===== src/hdl/lpcld_pkg.sv =====
// Shared widths and types for the LPC Levinson-Durbin unit.
package lpcld_pkg;

  localparam int SMP_W  = 16;  // input sample
  localparam int LAG_W  = 48;  // autocorrelation lag sum
  localparam int RN_W   = 25;  // normalized lag, +-(2^24-1)
  localparam int COEF_W = 32;  // Q4.27 coefficient
  localparam int PROD_W = 64;  // multiplier product / recursion accumulator
  localparam int ERR_W  = 24;  // prediction error, below 2^24

  typedef logic signed [COEF_W-1:0] coef_t;
  typedef logic signed [PROD_W-1:0] prod_t;
  typedef logic        [ERR_W-1:0]  err_t;

endpackage


===== src/hdl/lpcld_mul.sv =====
// Shared signed 32x32 multiplier with registered product.
module lpcld_mul (
  input  logic          clk,
  input  lpcld_pkg::coef_t op_a,
  input  lpcld_pkg::coef_t op_b,
  output lpcld_pkg::prod_t prod
);
  import lpcld_pkg::*;

  // one multiply per cycle, product registered
  always_ff @(posedge clk) begin
    prod <= op_a * op_b;
  end

endmodule


===== config.mk =====
export PLATFORM = sky130hd
export DESIGN_NAME = lpcld_mul
export DESIGN_NICKNAME = d
export VERILOG_FILES = /design/src/hdl/lpcld_pkg.sv /design/src/hdl/lpcld_mul.sv
export SDC_FILE = /design/constraint.sdc
export NUM_CORES = 2
export LEC_CHECK = 0
export BUFFER_PORTS_ARGS = -buffer_cell sky130_fd_sc_hd__buf_2
export CAP_MARGIN = 20
export CORE_ASPECT_RATIO = 1.25
export CORE_UTILIZATION = 60
export DETAILED_ROUTE_END_ITERATION = 8
export PLACE_DENSITY = 0.87
export SYNTH_ARGS = -nofsm -noshare
export SYNTH_HDL_FRONTEND = slang
export SYNTH_SLANG_ARGS = --single-unit
export TNS_END_PERCENT = 100

===== constraint.sdc =====
create_clock -name clk -period 10.6 [get_ports clk]
set_input_delay 0.53 -clock clk [delete_from_list [all_inputs] [get_ports clk]]
set_output_delay 0.53 -clock clk [all_outputs]
set_load 0.05 [all_outputs]

-- After elaboration in Yosys (flattened, before gate mapping)
Cells that the tools add are included.
- $mul: 1
- operator list (cell ; number):
    multiplier 32 x 32 -> 64 bit ; 1
- logic and storage cells: 2
- input port bits: 65
- register bits: 64

-- Logic depth before layout (Yosys ltp)
- depth after elaboration: 1
- depth in mapped cells: 28
- depth with buffers taken out: 27

-- Worst setup path after synthesis
OpenSTA, ideal clock, no wires.
- path kind: input to register
- start point: in op_b[2]
- end point: reg prod[62]
- setup slack: 2809 ps
- path buffers: 1
- arrival: 7719 ps
- library setup time: 72 ps
- cell stages on the path: 24
- cell sequence: clkbuf_1 -> nand2_1 -> inv_1 -> fa_1 -> fa_1 -> fa_1 -> fa_1 -> inv_1 -> fa_1 -> inv_1 -> fa_1 -> inv_1 -> fa_1 -> inv_1 -> fa_1 -> ha_1 -> and3_1 -> nand2_1 -> or3_1 -> o22a_1 -> o211ai_1 -> a31oi_1 -> o31ai_1 -> xor2_1
- longest elaborated chain between the ends: 1
- RTL lines (item ; RTL line ; text):
    start, declared ; lpcld_mul.sv:5 ; input lpcld_pkg::coef_t op_b,
    multiplier 32 x 32 -> 64 bit ; lpcld_mul.sv:12 ; prod <= op_a * op_b;
    end signal, assigned ; lpcld_mul.sv:12 ;
    end, declared ; lpcld_mul.sv:6 ; output lpcld_pkg::prod_t prod
No other way between the ends.

-- Worst setup path in the final report
- start point: in op_a[31]
- end point: reg prod[60]
- longest elaborated chain between the ends: 1
- RTL lines (item ; RTL line ; text):
    start, declared ; lpcld_mul.sv:4 ; input lpcld_pkg::coef_t op_a,
    multiplier 32 x 32 -> 64 bit ; lpcld_mul.sv:12 ;
No other way between the ends.

==> flow_summary.json <==
{
  "synth.lib_cells_used.distinct": 63,
  "post_cts.repair.setup_buffers": 0,
  "post_cts_resize_count": 0,
  "timing.critical_path.to_type": "register",
  "beginning_of_the_worst_hold_path": "op_a[0]",
  "cp.arrival_ns": 9.58,
  "synth_edf_count": 0,
  "cts_num_sinks": 64,
  "cts_buffers": 9,
  "final_layout_size_suffix_gt1_frac": 0.0496,
  "die_height_um": 281,
  "route.antenna.remaining_nets": 0,
  "dp_hpwl_um": 81100,
  "buffer_ports.inserted": 128,
  "area_growth_pct": 3.78,
  "critical_path.max_fanout": 32,
  "cts_tree": "yes",
  "rsz0062_at_grt": "false",
  "synth_register_bits": 64,
  "route.detailed.vias_per_inst": 5.79,
  "num_ports": 129,
  "globalRouteMet2Util": 0.585,
  "ys_async_sr_fraction": 0,
  "wl_per_cell_um": 21.7,
  "synth_cells": 3884,
  "ctsHoldBuffers": 0,
  "synthesis.area_mm2": 0.0372,
  "highest_utilization_routing_layer_at_the_global_route_stage": "met2",
  "clock_path_buffers": 2,
  "worst_pin_slew_ns": 1.10,
  "globalRoute.totalOverflow": 0,
  "die_w_um": 225,
  "relSlewSlack": 0.264,
  "maximum_number_of_pins_on_one_net_before_global_route_repair": 33,
  "postSynthAreaPerCell_um2": 9.59,
  "timing.final.max_slew_violations": 0,
  "path_class": "primary input to register",
  "grt_antenna_before_repair": 7,
  "clk_pin_slew_worst_paths_ns": 0.06,
  "route.final.wire_length_um": 101000,
  "timing.final.crit_period_ns": 9.29,
  "start_kind": "primary input",
  "min_delay_path_depth": 2,
  "clock_tree.htree_level_count": 3,
  "nNetsFinal": 5179,
  "floorplan.core_area_mm2": 0.0610,
  "syn-num-nets": 5215,
  "synth_top_cells_by_area": "fa_1 58%, inv_1 9.6%, and2_1 8.7%",
  "use_met3": 0.0706,
  "holdCritPathClass": "primary input to register",
  "yosys_most_used_dff": "dfxtp_1",
  "routed-via-count": 27100,
  "post-synth-top-area-cell": "fa_1",
  "final.setup.tns_ns": 0,
  "first_global_vias": 31300,
  "wire_length_of_the_first_global_routing_pass_um": 163000,
  "maxClockFrequency_ghz": 0.108,
  "status": "finished, final reports clean",
  "grt_use_total": 0.344,
  "yosysSeqAreaShare": 0.0344,
  "endpoint_of_the_worst_hold_timing_path": "prod[0]",
  "post-route-period-util": 0.876,
  "drc_errors": 0,
  "first_pass_iters": 6,
  "biggestRegsByFlops": "prod x64",
  "die_area_mm2": 0.0631,
  "finish.utilization": 0.633,
  "fp-row-count": 101,
  "critical_path_required_ns": 10.89,
  "floorplan.initialDensity": 0.610,
  "ctsRootBufferMaster": "clkbuf_16",
  "use_met1": 0.369,
  "yosysWarnings": 0,
  "gpl.final_weighted_congestion": 0.939,
  "synthDominantCellAreaShare": 0.582,
  "drtIter0Drc": 1805,
  "cap_viol_max_count": 0,
  "hold_viol": 0,
  "regMostFlops": "prod",
  "largest_register_ff_count": 64,
  "setup_violators_final": 0
}
==> layout by cell type, fill, tap and decap left out, drive strengths merged, types with 3 or more instances in the layout <==
cell type	Yosys	routed
fa	1082	1082
inv	952	952
and2	516	516
nand2	511	511
ha	184	184
buf	5	153
a21oi	68	68
dfxtp	64	64
xnor2	53	53
nor2	42	42
o21ai	31	31
a21o	25	25
xor2	22	22
nand3	15	15
o21bai	15	15
a31oi	13	13
clkbuf	195	10
nand2b	9	9
and3	9	9
a211oi	8	8
nand4	7	7
nor3	7	7
o31ai	7	7
or3	5	5
o21a	4	4
and4	4	4
o211ai	3	3
nor2b	3	3
a21boi	3	3
clkinvlp	0	3
==> Yosys cell counts (2+ instances only) <==
cell type     n
o22a_1        2
or3_1         4
and3_1        7
nand2b_1      9
ha_1        184
clkbuf_1    195
nand2_1     511
a21o_2        2
o21ai_2       2
a21oi_1      68
buf_1         2
o31ai_1       6
dfxtp_1      64
o211ai_1      3
a211oi_2      3
fa_1       1082
nor2b_1       3
a21o_1       23
buf_2         3
xnor2_1      53
and4_1        3
o21a_1        4
a211oi_1      4
o21ai_0      28
nand4_1       7
inv_1       952
and2_1      516
nand3_1      15
a21boi_0      3
nor2_1       42
nor3_1        6
a31oi_1      12
xor2_1       22
o21bai_1     15
==> worst max-delay path, cell delays in order <==
cell,delay [ns]
buf_2,0.57
nand2_1,0.26
inv_1,0.16
fa_1,0.41
inv_1,0.26
fa_1,0.47
inv_1,0.23
fa_1,0.51
fa_1,0.97
inv_1,0.47
fa_1,0.62
inv_1,0.06
fa_1,0.55
inv_1,0.06
fa_1,0.46
fa_1,0.53
inv_1,0.05
ha_1,0.38
and3_1,0.23
nand2_1,0.07
or3_1,0.38
o211ai_1,0.68
a2111oi_1,0.22
o21bai_1,0.19
a21oi_1,0.10
xnor2_1,0.14
==> per-layer routing <==
layer | vias to the layer above | wire [um] | share of wire
met2 | 1653 | 50900 | 0.50
met5 | - | 64 | 0.00063
met3 | 646 | 9040 | 0.089
met1 | 13800 | 31500 | 0.31
met4 | 8 | 9940 | 0.098
li1 | 11000 | - | -
==> worst max path at each step <==
| stage | start | slack (ns) | end |
|---|---|---|---|
| finish | op_a[31] | 1.31 | prod[60] |
| global route | op_a[31] | 1.02 | prod[62] |
| CTS | op_a[31] | 1.47 | prod[60] |
| detailed placement | op_a[31] | 1.08 | prod[60] |
| global placement | op_a[31] | 1.35 | prod[62] |
| floorplan | op_b[2] | 2.81 | prod[62] |
==> cell type report <==
cell class	instances	area (um2)
inverters	952	3570
flip-flops and latches	64	1280
multi-input cells	2668	31600
clock buffers	10	239
clock inverters	5	57.6
repair buffers	153	828
diodes	2	5.00
fillers	4568	22400
well taps	824	1030
==> cells by family (layout without fill, tap and decap cells) <==
group                      Yosys count  count (layout)  synth area share
buffers and inverters             1152            1120             0.116
adders and majority gates         1266            1266             0.643
xor gates and xnor gates            75              75            0.0176
and+or+nand+nor                   1134            1134             0.154
DFF                                 64              64            0.0344
AOI/OAI and AO/OA                  193             193            0.0346
other                                0               2                 0
==> stage by stage <==
step / cell area, um2 / setup slack, ns / instances / hold slack, ns
2_1_floorplan: 37200 / 2.81 / 3884 / 0.657
4_1_cts: 38600 / 1.47 / 4676 / 0.720
3_5_place_dp: 38300 / 1.08 / 4661 / 0.998
5_1_grt: 38600 / 1.02 / 4676 / 0.741
3_3_place_gp: 38300 / 1.35 / 4661 / 0.998
6_report: 38600 / 1.31 / 4678 / 0.742
Power is not shown: default switching activity piles up to over one toggle a cycle in this logic, so the estimate is an artifact.
