### config.mk
export PLATFORM = sky130hd
export DESIGN_NAME = lpcld_div
export DESIGN_NICKNAME = d
export VERILOG_FILES = /design/src/hdl/lpcld_pkg.sv /design/src/hdl/lpcld_div.sv
export SDC_FILE = /design/constraint.sdc
export NUM_CORES = 1
export LEC_CHECK = 0
export BUFFER_PORTS_ARGS = -buffer_cell sky130_fd_sc_hd__buf_4
export CORE_ASPECT_RATIO = 0.7
export CORE_UTILIZATION = 36
export DETAILED_ROUTE_END_ITERATION = 7
export GPL_ROUTABILITY_DRIVEN = 0
export GPL_TIMING_DRIVEN = 1
export PLACE_DENSITY_LB_ADDON = 0.3
export SLEW_MARGIN = 25
export SYNTH_ARGS = -nofsm -noshare
export SYNTH_HDL_FRONTEND = slang
export SYNTH_SLANG_ARGS = --single-unit
export TNS_END_PERCENT = 50
### constraint.sdc
create_clock -name clk -period 2.9 [get_ports clk]
set_input_delay 0.145 -clock clk [delete_from_list [all_inputs] [get_ports clk]]
set_output_delay 0.145 -clock clk [all_outputs]
set_load 0.03 [all_outputs]
### src/hdl/lpcld_pkg.sv
// Shared widths and types for the LPC Levinson-Durbin unit.
package lpcld_pkg;

  localparam int SMP_W  = 16;  // input sample
  localparam int LAG_W  = 48;  // autocorrelation lag sum
  localparam int RN_W   = 25;  // normalized lag, +-(2^24-1)
  localparam int COEF_W = 32;  // Q4.27 coefficient
  localparam int PROD_W = 64;  // multiplier product / recursion accumulator
  localparam int ERR_W  = 24;  // prediction error, below 2^24

  typedef logic signed [COEF_W-1:0] coef_t;
  typedef logic signed [PROD_W-1:0] prod_t;
  typedef logic        [ERR_W-1:0]  err_t;

endpackage

### src/hdl/lpcld_div.sv
// Radix-2 restoring divider: signed 64-bit dividend by positive error, saturated quotient.
module lpcld_div (
  input  logic             clk,
  input  logic             rst,
  input  logic             start,
  input  lpcld_pkg::prod_t dividend,
  input  lpcld_pkg::err_t  divisor,
  output logic             done,
  output lpcld_pkg::coef_t quot
);
  import lpcld_pkg::*;

  localparam logic [6:0] STEPS = 7'd64;

  logic              run;
  logic [6:0]        cnt;
  logic              neg;
  logic [PROD_W-1:0] num;
  logic [PROD_W-1:0] q;
  logic [ERR_W-1:0]  rem;
  logic [ERR_W-1:0]  dvs;
  logic [ERR_W:0]    trial;
  logic              qbit;

  assign trial = {rem, num[PROD_W-1]};
  assign qbit  = (trial >= {1'b0, dvs});

  // control
  always_ff @(posedge clk) begin
    if (rst) begin
      run  <= 1'b0;
      cnt  <= '0;
      done <= 1'b0;
    end else begin
      done <= 1'b0;
      if (start) begin
        run <= 1'b1;
        cnt <= STEPS;
      end else if (run) begin
        cnt <= cnt - 7'd1;
        if (cnt == 7'd1) begin
          run  <= 1'b0;
          done <= 1'b1;
        end
      end
    end
  end

  // datapath: one quotient bit per cycle on magnitudes
  always_ff @(posedge clk) begin
    if (start) begin
      neg <= dividend[PROD_W-1];
      num <= dividend[PROD_W-1] ? PROD_W'(-dividend) : dividend;
      dvs <= divisor;
      rem <= '0;
      q   <= '0;
    end else if (run) begin
      rem <= qbit ? ERR_W'(trial - {1'b0, dvs}) : trial[ERR_W-1:0];
      num <= {num[PROD_W-2:0], 1'b0};
      q   <= {q[PROD_W-2:0], qbit};
    end
  end

  // sign and saturation to 32 bits
  always_comb begin
    if (!neg) begin
      if (q > 64'h0000_0000_7FFF_FFFF) quot = 32'sh7FFF_FFFF;
      else                             quot = coef_t'(q[COEF_W-1:0]);
    end else begin
      if (q > 64'h0000_0000_8000_0000) quot = 32'sh8000_0000;
      else                             quot = coef_t'(-q[COEF_W-1:0]);
    end
  end

endmodule

### Word-level counts from Yosys, hierarchy flattened

Cells that the tools add are included.

* bits in registers: 186
* input bits: 91
* output and inout port bits: 33
* logic and storage cells: 34

* $add $sub $neg: 4
* $lt $le $gt $ge: 3
* equality and inequality tests: 1
* mux-type cells: 13
* bitwise gates (word level): 1
* reduce and logical (&&, ||, !) cells: 3

Operators with widths (number)
* $mux 64: 3
* $mux 32: 3
* $gt 64x31->1 const B: 1
* $gt 64x32->1 const B: 1
* $neg 64->64: 1
* $neg 32->32: 1
* $ge 25x24->1: 1
* $mux 24: 1
* $sub 24x24->24: 1
* $mux 7: 2
* $eq 7x1->1 const B: 1
* $sub 7x1->7 const B: 1
* $mux 1: 4
* $reduce_or 3->1: 1
* $reduce_bool 2->1: 1
* $reduce_or 2->1: 1
* $not 1->1: 1

### Longest topological paths before layout

* depth after elaboration: 4
* depth in mapped cells: 12

### Worst setup path after synthesis

No wires, ideal clock.

* path type: register -> output
* from: reg q[23]
* to: out quot[12]
* data arrival time: 3.577 ns
* path slack: -0.822 ns
* cell stages (with the launch flop): 9
* path through: dfxtp_1 buf_2 or3_1 or3_1 clkbuf_1 or4_1 o31ai_2 nand3_1 o311ai_0

* longest elaborated chain between the ends: 3
* elaborated cells between the ends (all ways): 5
* those cells by class: 2 x order compare; 3 x mux

Ends and longest elaborated chain
* start, declared: line lpcld_div.sv:19 `logic [PROD_W-1:0] q;`
* start signal, assigned: line lpcld_div.sv:60 `q <= {q[PROD_W-2:0], qbit};`
* $gt 64x31->1 / $gt 64x32->1 (equally long branches): line lpcld_div.sv:67, lpcld_div.sv:70
* $mux 32 (on tied branches): line lpcld_div.sv:67, lpcld_div.sv:70
* $mux 32 *: line lpcld_div.sv:66 `if (!neg) begin`
* end, declared: line lpcld_div.sv:9 `output lpcld_pkg::coef_t quot`

Every way passes the cells marked *; elsewhere a longest branch is shown, timed or not.

### Worst setup path in the final report

* from: reg q[25]
* to: out quot[14]

Same word-level chain as after synthesis.

==> flow_summary.ini <==
[power]
leakage_nw = 5.858
p_per_area_mw_per_mm2 = 493.2
peakVddDrop_mv = 0.3076

[worst_setup_path]
reg2reg_to = rem[22]
reg2regPathDepth = 13
max_stage_delay_ns = 0.46
reg2reg_setup_slack_ns = 0.02
cp_common_cell = or3_4
crit_type = flip-flop to output port
worstPathRequired_ns = 2.76
critPathArrivalTime_ns = 3.18
end_kind = output port
path_cells = or3_4 -> or3_4 -> or4_4 -> o31ai_4 -> nand2_4 -> nor4_2 -> o21ai_1 -> o311ai_4 -> buf_6
slowest_stage = or4_4
r2r-start = num[63]
start_kind = flip-flop
worstPathMaxFanout = 7

[cells_and_area]
filler_cell_count = 2722
area_delta_synth_final_pct = 32.90
final_core_util_pct = 49.36
layout.nets = 1525
drive_gt1_share_pct = 26.30
n_antenna_cell = 0

[cts]
cts_tree = yes
cts_max_level = 4
cts_root_buf = clkbuf_16
clkLatencyLatePin_ns = 0.45
cts_sinks = 186
cts_buffers = 17
clk_path_buf_depth = 2
path_clk_slew_ns = 0.08

[die]
initial_core_util_pct = 37.14
coreArea_mm2 = 0.02928
die_h_um = 147.4
dieWidth_um = 209.7
ios = 124
rows = 52
die-area_mm2 = 0.03092

[synthesis]
ys_warn_count = 0
synth_top_area_share_pct = 24.58
synth_mux_area_share_pct = 8.135
synthFlopType = dfxtp_1
synth_compound_area_share_pct = 17.48
netlist_area_mm2 = 0.01087
synth_top_family_by_area = simple AND/OR/NAND/NOR gates
synth_simple_gate_area_share_pct = 17.55
synthXorXnorAreaFrac_pct = 6.846
synthTopCellsByArea = edfxtp_1 (25%), dfxtp_1 (18%), mux2i_1 (7.8%)
syn-num-nets = 1314
synth_cell_types = 62
synth-adder-area-share_pct = 3.406
seq_area_frac_synth_pct = 42.43
synth_edf_count = 89
synth_cells = 1194
syn_avg_cell_area_um2 = 9.107
synth_area_leader_cell = edfxtp_1
ys_ff_latch = 186
async_flop_share_pct = 0

[sta]
setup_viol = 32
fin_ws_ns = -0.4292
finalCritPeriodShare_pct = 114.8
finalHoldViolations = 0
fmax_ghz = 0.3004
slew_headroom_pct = 54.98
fin_crit_ns = 3.329
worstMarginPinSlew_ns = 0.6753
fin_skew_ns = 0.01186
timing.hold.ws_ns = 0.07310
rsz0062_at_grt = yes
finalMaxSlewViolations = 0

[placed_design]
dp_hpwl_um = 19200
port_buffers = 123
dpl_worst_slack_ns = -0.2842

[outcome]
violations = setup timing
status = finished with violations

[grt]
grt_pass1_wl_um = 45530
grt_pass1_vias = 8825
antenna_found_initial = 0
groute.usage.overall_pct = 18.23
overflow = 0
grt_max_degree = 116

[drt]
firstDrtPassIters = 4
via_per_inst = 5.299
wl_per_cell_um = 15.59
dr_total_vias = 9517
drt-total-wl_um = 27990
postRouteAntennaNets = 0
drtIter0Drc = 630
drc_errors = 0

[min_path]
hp-start = dividend[0]
whs_path_depth = 3
hold_end = num[0]
hold_class = primary input to flip-flop

[job]
maxCapViolCount = 0
-- area by class of cell --
| class | count | area, µm² | area share (%) |
|---|---|---|---|
| tap | 378 | 473.0 | 3.273 |
| clock buffer | 18 | 450.4 | 3.117 |
| timing repair buffer | 260 | 2241 | 15.51 |
| clock inverter | 14 | 107.6 | 0.7446 |
| sequential | 186 | 4621 | 31.97 |
| inverter | 47 | 176.4 | 1.221 |
| multi-input combinational | 893 | 6382 | 44.16 |
-- power by group --
group / internal (mW) / switching, mW
sequential: 2.96 / 0.0769
clock: 1.17 / 1.08
combinational: 0.848 / 0.997
total: 4.97 / 2.16
-- layer usage --
metal	vias up	wire length, µm	global-route usage [%]
met5	-	0	0
met2	181	12010	26.51
met3	19	1331	4.270
met1	4522	14370	26.99
met4	0	278	4.489
li1	4795	-	-
-- sequential cells by signal, indices dropped and copies added (netlist names) --
register,cells
cnt,7
done,1
dvs,24
neg,1
num,64
q,64
rem,24
run,1
-- per-stage QoR --
| step | total power [mW] | cell area, µm² | TNS [ns] | std cells |
|---|---|---|---|---|
| 3_3_place_gp | 4.753 | 13130 | -1.844 | 1727 |
| 6_report | 7.127 | 14450 | -11.11 | 1796 |
| 3_5_place_dp | 4.781 | 13130 | -3.112 | 1727 |
| 5_1_grt | 7.514 | 14450 | -14.65 | 1796 |
| 2_1_floorplan | 4.205 | 11180 | -0.3588 | 1194 |
| 4_1_cts | 7.127 | 14090 | -9.725 | 1785 |
-- worst max path at each step --
stage	startpoint	endpoint	slack, ns	cells past startpoint
3_5_place_dp	dividend[30]	num[56]	-0.28	9
6_report	q[25]	quot[14]	-0.43	9
2_1_floorplan	dividend[30]	num[56]	-0.06	9
5_1_grt	q[25]	quot[27]	-0.53	9
4_1_cts	q[25]	quot[29]	-0.38	9
3_3_place_gp	dividend[30]	num[49]	-0.20	9
-- layout by cell type, fill, tap and decap left out, types with 23 or more instances in the layout --
cell type      count
edfxtp_1          89
nand2_1           43
inv_1             43
a21oi_1           87
nor2_1           203
mux2i_1           85
dfxtp_1           94
dlygate4sd3_1     25
buf_4            196
a211oi_1          23
ha_1              25
xor2_1            69
buf_6             31
o21ai_0           33
-- repair_timing --
item | in CTS | in global routing
hold endpoints to repair | 26 | 0
gates cloned | 0 | 3
pin swaps | 6 | 12
setup buffers | 1 | 8
setup endpoints to repair | 35 | 56
hold buffers | 25 | 0
gates resized for setup | 40 | 66
-- worst max-delay path, delay by kind of cell, from the launching register on --
kind,cells,cell delay [ns]
and+or+nand+nor,5,1.66
buffers and inverters,1,0.17
DFF,1,0.33
AOI/OAI and AO/OA,3,0.59
-- Yosys cell counts (6+ instances only) --
cell        n
mux2i_1    85
o21ai_0    46
inv_1      45
nor2b_1     8
nand2_1    47
edfxtp_1   89
or4_1      15
o41ai_1    11
a21oi_1   101
buf_1      12
nand4_1    11
o211ai_1    7
o21a_1     11
xor2_1     69
or3_1      20
o22a_1      6
o311ai_0   11
dfxtp_1    97
clkbuf_1   53
xnor2_1    16
ha_1       28
nor4_1     20
nor3_1     20
nand3_1    13
a21o_1     16
or3_4       7
nand2b_1    6
a211oi_1   26
nor2_1    204
o31ai_1    22
a31oi_1    11
-- kinds of logic (layout without fill, tap and decap cells) --
group                    Yosys count  in the layout
adder cells (fa/ha/maj)           29             29
AO/OA/AOI/OAI                    291            291
buffers and inverters            117            339
flip-flops                       186            186
multiplexers                      88             88
XOR/XNOR                          85             85
AND/OR/NAND/NOR                  398            400
(Power assumes the default switching activity.)
